## config.mk

```make
export PLATFORM = sky130hd
export DESIGN_NAME = pwu_trig
export DESIGN_NICKNAME = d
export VERILOG_FILES = /design/src/sv/pwu_pkg.sv /design/src/sv/pwu_trig.sv
export SDC_FILE = /design/constraint.sdc
export NUM_CORES = 2
export LEC_CHECK = 0
export BUFFER_PORTS_ARGS = -buffer_cell sky130_fd_sc_hd__buf_2
export CORE_UTILIZATION = 68
export CTS_BUF_LIST = sky130_fd_sc_hd__clkbuf_4
export CTS_CLUSTER_SIZE = 14
export DETAILED_ROUTE_END_ITERATION = 10
export PLACE_DENSITY = 0.92
export SYNTH_ARGS = -nofsm -noshare
export SYNTH_HDL_FRONTEND = slang
export SYNTH_SLANG_ARGS = --single-unit
```

## constraint.sdc

```tcl
create_clock -name i_clk -period 10.83 [get_ports i_clk]
set_input_delay 1.083 -clock i_clk [delete_from_list [all_inputs] [get_ports i_clk]]
set_output_delay 1.083 -clock i_clk [all_outputs]
set_load 0.05 [all_outputs]
```

## src/sv/pwu_pkg.sv

```systemverilog
// Package for the particle weight update core.
// Holds sizes, codes, state types and constant tables; depends on nothing.
package pwu_pkg;

    localparam int LANDMARKS  = 1024;
    localparam int ADDR_W     = $clog2(LANDMARKS);
    localparam int SCAN_W     = $clog2(LANDMARKS + 1);
    localparam int COUNT_BITS = 10;
    localparam int OUT_CNT_W  = 10;
    localparam int ACC_W      = 40;
    localparam int LMC_W      = 11;
    localparam int CFG_IDX_W  = 3;

    localparam int HALF_PI    = 102944;
    localparam int RED_OFFSET = 8 * HALF_PI;
    localparam logic [30:0] Q30_ONE = 31'd1 << 30;

    typedef enum logic [1:0] {
        MODE_LM   = 2'd0,
        MODE_POSE = 2'd1,
        MODE_OBS  = 2'd2,
        MODE_NONE = 2'd3
    } t_mode;

    typedef enum logic [CFG_IDX_W-1:0] {
        CFG_SENSOR_RANGE = 3'd0,
        CFG_INV_VAR_X    = 3'd1,
        CFG_INV_VAR_Y    = 3'd2,
        CFG_LOG_NORM     = 3'd3,
        CFG_LM_COUNT     = 3'd4
    } t_cfg_idx;

    typedef enum logic [3:0] {
        ST_IDLE,
        ST_TRIG,
        ST_XMUL,
        ST_XSUM,
        ST_SCAN,
        ST_SQ,
        ST_IV,
        ST_ACC
    } t_state;

    typedef enum logic [3:0] {
        TS_IDLE,
        TS_RED,
        TS_SQ,
        TS_X2,
        TS_DIV,
        TS_DIVC,
        TS_MUL,
        TS_MULW,
        TS_FIN
    } t_trig_state;

    typedef struct packed {
        logic               done;
        logic signed [17:0] sin_v;
        logic signed [17:0] cos_v;
    } t_trig_res;

    // Divisors of the Horner steps: sine first, then cosine.
    function automatic logic [6:0] div_const(input logic [2:0] k);
        logic [6:0] d;
        case (k)
            3'd0:    d = 7'd72;
            3'd1:    d = 7'd42;
            3'd2:    d = 7'd20;
            3'd3:    d = 7'd6;
            3'd4:    d = 7'd90;
            3'd5:    d = 7'd56;
            3'd6:    d = 7'd30;
            default: d = 7'd12;
        endcase
        return d;
    endfunction

    // Reciprocals floor(2^32 / divisor), matching div_const.
    function automatic logic [29:0] div_recip(input logic [2:0] k);
        logic [29:0] m;
        case (k)
            3'd0:    m = 30'd59652323;
            3'd1:    m = 30'd102261126;
            3'd2:    m = 30'd214748364;
            3'd3:    m = 30'd715827882;
            3'd4:    m = 30'd47721858;
            3'd5:    m = 30'd76695844;
            3'd6:    m = 30'd143165576;
            default: m = 30'd357913941;
        endcase
        return m;
    endfunction

endpackage

```

## src/sv/pwu_trig.sv

```systemverilog
// Sine and cosine of the particle heading by quadrant reduction and Taylor series.
// A sequencer drives one shared multiplier; depends on pwu_pkg.
module pwu_trig (
    input  logic                  i_clk,
    input  logic                  i_rst_n,
    input  logic                  i_start,
    input  logic signed [19:0]    i_heading,
    output pwu_pkg::t_trig_res    o_res
);
    import pwu_pkg::*;

    t_trig_state r_st, n_st;
    logic [20:0] r_a;
    logic [1:0]  r_quad;
    logic [30:0] r_x;
    logic [31:0] r_x2;
    logic [31:0] r_v;
    logic [30:0] r_t;
    logic [30:0] r_s30;
    logic [30:0] r_c30;
    logic [2:0]  r_k;
    logic [63:0] r_prod;
    t_trig_res   r_res;

    logic [31:0] w_ma, w_mb;
    logic [21:0] w_a0;
    logic [29:0] w_q0;
    logic [32:0] w_rem;
    logic [29:0] w_qc;
    logic [31:0] w_val;
    logic [30:0] w_p;
    logic [16:0] w_s, w_c;
    logic signed [17:0] w_ss, w_cs;

    always_comb begin
        n_st = r_st;
        case (r_st)
            TS_IDLE: if (i_start) n_st = TS_RED;
            TS_RED:  if (r_a < 21'(HALF_PI)) n_st = TS_SQ;
            TS_SQ:   n_st = TS_X2;
            TS_X2:   n_st = TS_DIV;
            TS_DIV:  n_st = TS_DIVC;
            TS_DIVC: n_st = TS_MUL;
            TS_MUL:  n_st = TS_MULW;
            TS_MULW: n_st = (r_k == 3'd7) ? TS_FIN : TS_DIV;
            TS_FIN:  n_st = TS_IDLE;
            default: n_st = TS_IDLE;
        endcase
    end

    always_ff @(posedge i_clk) begin
        if (!i_rst_n) begin
            r_st <= TS_IDLE;
        end else begin
            r_st <= n_st;
        end
    end

    always_comb begin
        w_ma = r_x2;
        w_mb = 32'(r_t);
        case (r_st)
            TS_SQ: begin
                w_ma = 32'(r_x);
                w_mb = 32'(r_x);
            end
            TS_DIV: begin
                w_ma = r_v;
                w_mb = 32'(div_recip(r_k));
            end
            TS_MUL: begin
                w_ma = (r_k == 3'd3) ? 32'(r_x) : r_x2;
                w_mb = 32'(r_t);
            end
            default: begin
                w_ma = r_x2;
                w_mb = 32'(r_t);
            end
        endcase
    end

    assign w_a0  = 22'(i_heading) + 22'(RED_OFFSET);
    assign w_q0  = r_prod[61:32];
    assign w_rem = 33'(r_v) - (33'(w_q0) * 33'(div_const(r_k)));
    assign w_qc  = w_q0 + 30'(w_rem >= 33'(div_const(r_k)));
    assign w_val = r_prod[61:30];
    assign w_p   = w_val[31:1];
    assign w_s   = 17'((r_s30 + 31'd8192) >> 14);
    assign w_c   = 17'((r_c30 + 31'd8192) >> 14);
    assign w_ss  = signed'({1'b0, w_s});
    assign w_cs  = signed'({1'b0, w_c});

    always_ff @(posedge i_clk) begin
        r_res.done <= 1'b0;
        if (!i_rst_n) begin
            r_res.sin_v <= '0;
            r_res.cos_v <= 18'sd65536;
        end else begin
            r_prod <= 64'(w_ma) * 64'(w_mb);
            case (r_st)
                TS_IDLE: begin
                    r_a    <= w_a0[20:0];
                    r_quad <= '0;
                end
                TS_RED: begin
                    if (r_a >= 21'(HALF_PI)) begin
                        r_a    <= r_a - 21'(HALF_PI);
                        r_quad <= r_quad + 2'd1;
                    end else begin
                        r_x <= 31'(r_a) << 14;
                    end
                end
                TS_X2: begin
                    r_x2 <= w_val;
                    r_v  <= w_val;
                    r_k  <= '0;
                end
                TS_DIVC: r_t <= Q30_ONE - 31'(w_qc);
                TS_MULW: begin
                    if (r_k == 3'd3) begin
                        r_s30 <= w_val[30:0];
                        r_v   <= r_x2;
                        r_k   <= r_k + 3'd1;
                    end else if (r_k == 3'd7) begin
                        r_c30 <= (w_p >= Q30_ONE) ? '0 : Q30_ONE - w_p;
                    end else begin
                        r_v <= w_val;
                        r_k <= r_k + 3'd1;
                    end
                end
                TS_FIN: begin
                    r_res.done <= 1'b1;
                    case (r_quad)
                        2'd0: begin
                            r_res.sin_v <= w_ss;
                            r_res.cos_v <= w_cs;
                        end
                        2'd1: begin
                            r_res.sin_v <= w_cs;
                            r_res.cos_v <= -w_ss;
                        end
                        2'd2: begin
                            r_res.sin_v <= -w_ss;
                            r_res.cos_v <= -w_cs;
                        end
                        default: begin
                            r_res.sin_v <= -w_cs;
                            r_res.cos_v <= w_ss;
                        end
                    endcase
                end
                default: begin
                end
            endcase
        end
    end

    assign o_res = r_res;

endmodule

```

* Word-level counts from Yosys, hierarchy flattened
Index checks and enable logic that the tools add are counted.
Word-level totals: register bits after elaboration 303, input bits 23
Cells by class: reduce and logical (&&, ||, !) cells 13, add/subtract/negate cells 12, mux-type cells 21, bitwise logic cells 2, $lt $le $gt $ge 4, $mul 2, eq/ne operators 21
Operators with widths (number):
- case mux 30 bit (7 select lines) | 1
- case mux 36 bit (3 select lines) | 1
- two-way mux 32 bit | 3
- case mux 32 bit (3 select lines) | 1
- case mux 32 bit (2 select lines) | 1
- adder 31 x 14 -> 31 bit (second input constant) | 2
- multiplier 32 x 31 -> 62 bit | 1
- case mux 31 bit (2 select lines) | 1
- case mux 7 bit (7 select lines) | 1
- case mux 21 bit (2 select lines) | 1
- two-way mux 37 bit | 1
- negation 17 -> 18 bit | 2
- >= comparator 33 x 7 -> 1 bit | 1
- multiplier 30 x 7 -> 33 bit | 1
- subtractor 32 x 33 -> 33 bit | 1
- case mux 4 bit (8 select lines) | 1
- >= comparator 31 bit (second input constant) | 1
- subtractor 31 x 30 -> 31 bit (first input constant) | 1
- subtractor 31 bit (first input constant) | 1
- adder 30 x 1 -> 30 bit | 1
- adder 20 x 21 -> 21 bit (second input constant) | 1
- >= comparator 21 x 17 -> 1 bit (second input constant) | 1
- less-than comparator 21 x 17 -> 1 bit (second input constant) | 1
- two-way mux 21 bit | 1
- 27 further kinds | 47

* Longest topological paths before layout
word-level depth 7, depth in mapped cells 42, depth with buffers taken out 39

* Worst setup path after synthesis
OpenSTA, ideal clock, no wires.
path type reg2reg, start point register r_k[2], end point register r_t[27], data pin, buffers on the path 4, period minus slack after synthesis 9763 ps, data required time 10565 ps, setup slack 1067 ps, library setup time 265 ps, arrival 9497 ps, cell stages (with the launch flop) 42, cell sequence edfxtp_1 -> clkbuf_1 -> inv_1 -> ha_1 -> clkbuf_1 -> nor3_1 -> nand2_1 -> nand2b_1 -> clkbuf_1 -> nand2_1 -> fa_1 -> inv_1 -> fa_1 -> inv_1 -> fa_1 -> inv_1 -> fa_1 -> inv_1 -> (+6 left out) -> nor4_1 -> o2111ai_1 -> or4_1 -> nor4_1 -> nand4_1 -> a2111o_1 -> ha_1 -> ha_1 -> xor2_1 -> or3_1 -> o21bai_1 -> a31oi_1 -> nor2b_1 -> and3_1 -> nand2_1 -> nor3_2 -> mux2i_1 -> xnor2_1
Between the ends: word-level cells in the longest chain between the ends 7, elaborated cells between the ends (all ways) 13
RTL lines:
- start: declaration | RTL line pwu_trig.sv:21 | logic [2:0] r_k;
- start signal: assignment | RTL line pwu_trig.sv:123 | r_k <= r_k + 3'd1;
- start signal: assignment | RTL line pwu_trig.sv:128 | r_k <= r_k + 3'd1;
- == test 3 bit, or another cell as far along | RTL line pwu_pkg.sv:65 | case (k)
- case mux 7 bit (7 select lines) * | RTL line pwu_pkg.sv:65
- multiplier 30 x 7 -> 33 bit | RTL line pwu_trig.sv:84 | assign w_rem = 33'(r_v) - (33'(w_q0) * 33'(div_const(r_k)));
- subtractor 32 x 33 -> 33 bit | RTL line pwu_trig.sv:84
- >= comparator 33 x 7 -> 1 bit * | RTL line pwu_trig.sv:85 | assign w_qc = w_q0 + 30'(w_rem >= 33'(div_const(r_k)));
- adder 30 x 1 -> 30 bit * | RTL line pwu_trig.sv:85
- subtractor 31 x 30 -> 31 bit * | RTL line pwu_trig.sv:118 | TS_DIVC: r_t <= Q30_ONE - 31'(w_qc);
- end signal: assignment | RTL line pwu_trig.sv:118
- end: declaration | RTL line pwu_trig.sv:18 | logic [30:0] r_t;
Mark *: on every way between the ends. The rest lies on a longest branch, timed or not. A chain may end at the register's enable or synchronous reset.

* Final worst setup path
start point register r_k[0], end point register r_prod[58], data pin
Between the ends: word-level cells in the longest chain between the ends 4, elaborated cells between the ends (all ways) 12
RTL lines:
- == test 3 bit, or another cell as far along | RTL line pwu_pkg.sv:81 | case (k)
- case mux 30 bit (7 select lines) / two-way mux 32 bit (equally long branches) | RTL line pwu_pkg.sv:81, pwu_trig.sv:72
- case mux 31 bit (2 select lines) / case mux 32 bit (3 select lines) (equally long branches) | RTL line pwu_trig.sv:62 | case (r_st)
- multiplier 32 x 31 -> 62 bit * | RTL line pwu_trig.sv:99 | r_prod <= 64'(w_ma) * 64'(w_mb);
- end signal: assignment | RTL line pwu_trig.sv:99
- end: declaration | RTL line pwu_trig.sv:22 | logic [63:0] r_prod;
Marks and branches as above.

==> summary.md <==
| Metric | Value |
|---|---|
| Num Clock Sinks | `around 250` |
| Placement row count | `100` |
| DR WL/cell | `around 23 um` |
| Async set or reset register ratio after synthesis | `0%` |
| Most frequent cells in the layout | `sky130_fd_sc_hd__inv_1, sky130_fd_sc_hd__nand2_1, sky130_fd_sc_hd__fa_1, sky130_fd_sc_hd__ha_1, sky130_fd_sc_hd__nor2_1` |
| Syn-to-layout area delta | `5.21%` |
| Part of the Yosys area used for sequential elements | `a little over an eighth` |
| HPWL Detailed | `between 100000 and 150000 um` |
| Number of nets in the final layout | `7219` |
| Critical Path RT | `roughly 11000 ps` |
| #FFs+latches synth | `between 200 and 250` |
| Synthesized cell area | `between 0.05 and 0.06 mm^2` |
| Buffers & Inverters on Critical Path | `4` |
| Clock insertion delay at the later pin of the skew report | `830 ps` |
| Iteration-0 DRC count of the detailed router | `around 5400` |
| Predominant post-synthesis flop cell | `sky130_fd_sc_hd__edfxtp_1` |
| DIE WIDTH | `about 280 um` |
| Number of enable flip-flop cells after synthesis | `a little over 200` |
| Vias per cell | `around 6.3` |
| Cell type with the highest occurrence count on the critical path | `sky130_fd_sc_hd__fa_1` |
| Crit-path max FO | `17` |
| Count of placed standard cells in the final layout, fillers left out | `between 6000 and 7000` |
| Number of max-cap violations | `0` |
| Global-route wire length before repair | `between 200000 and 250000 um` |
| Share of layout cells above drive strength 1 | `under 10%` |
| Antenna Violating Nets Remaining | `0` |
| Pre-Repair DR Iteration Count | `8` |
| Hold Fails Final Rpt | `0` |
| DRC violations left | `0` |
| Maximum number of pins on one net before global-route repair | `46` |
| Average instance area after synthesis | `~8.8 um^2` |
| Floorplan die height | `between 200 and 300 um` |
| Final Wtd Congestion | `between 1 and 1.5` |
| Final setup viols | `0` |
| Layout Skew | `between 100 and 150 ps` |
| Clock transition time at the flip-flop clock pins of the worst setup and hold paths | `70 ps` |
| Count of final max-slew check failures | `0` |
| Wire length reported by the detailed router | `158000 um` |
| Slew of the pin with the lowest slew margin | `1240 ps` |
| Number of distinct library cell variants in the gate-level netlist after synthesis | `95` |
| Number of hold buffers added after CTS | `0` |
| Gate family responsible for the most delay along the worst path | `adder cells` |
| Highest clock frequency the design can meet | `95.0 MHz` |
| Initial cell density of the core | `between 60 and 70%` |
| Total congestion overflow | `0` |
| Data arrival time of the worst path | `11050 ps` |
| Number of CTS-inserted buffers | `between 60 and 70` |
| Crit path kind | `reg2reg` |
| Warning count from the yosys run | `0` |
| DR vias | `around 44000` |
| Final cycle utilization of the critical path | `97.2%` |
| PortBufs | `59` |
| Endpoint class of the critical path | `register` |
| Largest stage delay on the critical path | `~730 ps` |
| Post-Synthesis Net Count | `roughly 7200` |
| Count of pins on the block boundary | `60` |
| GRT Resource Usage Total | `a little over two fifths` |
| Minimum clock period after layout | `10530 ps` |
| Normalized max-slew margin | `between 10% and 20%` |
| Depth of the CTS H-tree | `3` |
| Class of the tightest hold or removal check | `reg2reg` |
| Run status | `finished, final reports clean` |
| Launching element type of the critical path | `register` |
| Via count of the first global-routing pass | `approximately 46000` |
| Initial antenna violation count | `6` |
| Area of the placeable core | `about 0.075 mm^2` |
| Buffer count from post-CTS setup fixing | `0` |
| Leading cell type in the layout, fill and taps excluded | `sky130_fd_sc_hd__inv_1` |
| Clk Tree Root Cell | `sky130_fd_sc_hd__clkbuf_4` |
| Slowest cell on the critical path | `sky130_fd_sc_hd__a2111o_2` |
| Worst hold margin | `449 ps` |
| Number of fill cells | `about 5000` |
| Die ar. | `roughly 0.077 mm^2` |
| CTS tree | `done` |
| Maximum buffer depth of the clock tree | `3` |
| Number of placed instances, taps included | `slightly below 7000` |
| Synthesized instance count | `about 6000` |
stage by stage:
stage / worst slack [ps] / utilization, % / instance area [um^2] / TNS [ps]
6_report: 299 / 72.7 / 54400 / 0
4_1_cts: 364 / 72.7 / 54400 / 0
2_1_floorplan: 1070 / - / 51700 / 0
5_1_grt: -0.0178 / 72.7 / 54400 / -0.0178
3_3_place_gp: 564 / 71.6 / 53600 / 0
3_5_place_dp: 325 / 71.6 / 53600 / 0
worst register-to-register path: cells and delay by family, from the launching register on:
family,cells,cell delay [ps]
AO/OA/AOI/OAI,10,3160
XOR/XNOR,1,80
adder cells (fa/ha/maj),11,4780
buffers and inverters,4,690
flip-flops,1,460
AND/OR/NAND/NOR,4,1150
cell type report:
type | count | area (um^2) | area share, %
diodes | 3 | 7.51 | 0.0138
clock buffers | 84 | 631 | 1.16
clock inverters | 28 | 148 | 0.271
inverters | 1251 | 4700 | 8.63
multi-input cells | 4075 | 39200 | 72.0
flip-flops and latches | 247 | 7010 | 12.9
well taps | 969 | 1210 | 2.23
repair buffers | 211 | 1540 | 2.82
per-layer routing:
| metal | global-route usage [%] | vias up | part of all wire [%] |
|---|---|---|---|
| li1 | - | 18078 | - |
| met1 | 51.8 | 20886 | 33 |
| met2 | 63.2 | 3625 | 43 |
| met3 | 15.7 | 950 | 16 |
| met4 | 25.5 | 8 | 7.5 |
| met5 | 0 | - | 0.051 |
path summary, 6_finish.rpt:
path | slack (ps) | to | cells after the start | from
hold reg to reg | 450 | r_x2[0]$_DFFE_PP_ | 0 | r_prod[30]$_DFFE_PP_
setup reg to reg | 300 | r_prod[58]$_DFFE_PP_ | 30 | r_k[0]$_SDFFCE_PN0P_
hold / removal | 450 | r_x2[0]$_DFFE_PP_ | 0 | r_prod[30]$_DFFE_PP_
setup / recovery | 300 | r_prod[58]$_DFFE_PP_ | 30 | r_k[0]$_SDFFCE_PN0P_
cells by family (layout without fill, tap and decap cells):
| logic type | Yosys count | count (layout) | synth area share (%) |
|---|---|---|---|
| AO/OA/AOI/OAI | 609 | 609 | 7.84 |
| other | 0 | 3 | 0 |
| flip-flops | 247 | 247 | 13.6 |
| XOR/XNOR | 207 | 207 | 3.55 |
| AND/OR/NAND/NOR | 1869 | 1869 | 15.9 |
| multiplexers | 47 | 47 | 0.992 |
| buffers and inverters | 1536 | 1574 | 11.2 |
| adder cells (fa/ha/maj) | 1343 | 1343 | 47.0 |
what timing repair did:
| item | in CTS | in global routing |
|---|---|---|
| endpoints found under the setup margin | 0 | 14 |
| gates resized for setup | 0 | 9 |
| endpoints found under the hold margin | 0 | 0 |
state kept, by name (all words and copies together), names as in the netlist:
signal / cells
r_x2: 32
r_quad: 2
r_k: 3
r_c30: 18
r_v: 32
r_prod: 32
o_res: 37
r_a: 21
r_t: 31
r_x: 17
r_s30: 18
r_st: 4
synth_stat cells (27+ instances only):
library cell / count / share of area (%)
sky130_fd_sc_hd__nand4_1: 38 / 0.46
sky130_fd_sc_hd__a221oi_1: 33 / 0.56
sky130_fd_sc_hd__a21o_1: 51 / 0.74
sky130_fd_sc_hd__nand2_1: 1102 / 8.0
sky130_fd_sc_hd__fa_1: 1000 / 39
sky130_fd_sc_hd__xor2_1: 65 / 1.1
sky130_fd_sc_hd__and2_1: 134 / 1.6
sky130_fd_sc_hd__o21ai_0: 98 / 0.95
sky130_fd_sc_hd__and3_1: 34 / 0.41
sky130_fd_sc_hd__dfxtp_1: 41 / 1.6
sky130_fd_sc_hd__clkbuf_1: 258 / 1.9
sky130_fd_sc_hd__xnor2_1: 140 / 2.4
sky130_fd_sc_hd__nor3_1: 69 / 0.67
sky130_fd_sc_hd__a22oi_1: 37 / 0.54
sky130_fd_sc_hd__edfxtp_1: 206 / 12
sky130_fd_sc_hd__a21oi_1: 180 / 1.7
sky130_fd_sc_hd__inv_1: 1248 / 9.1
sky130_fd_sc_hd__nand3_1: 55 / 0.53
sky130_fd_sc_hd__mux2_2: 34 / 0.74
sky130_fd_sc_hd__nor2_1: 297 / 2.2
sky130_fd_sc_hd__nor2b_1: 27 / 0.33
sky130_fd_sc_hd__ha_1: 343 / 8.3
Power is left out: the tool's default activity adds up to more than one toggle a clock period on the data nets, which glitch-free logic cannot reach.
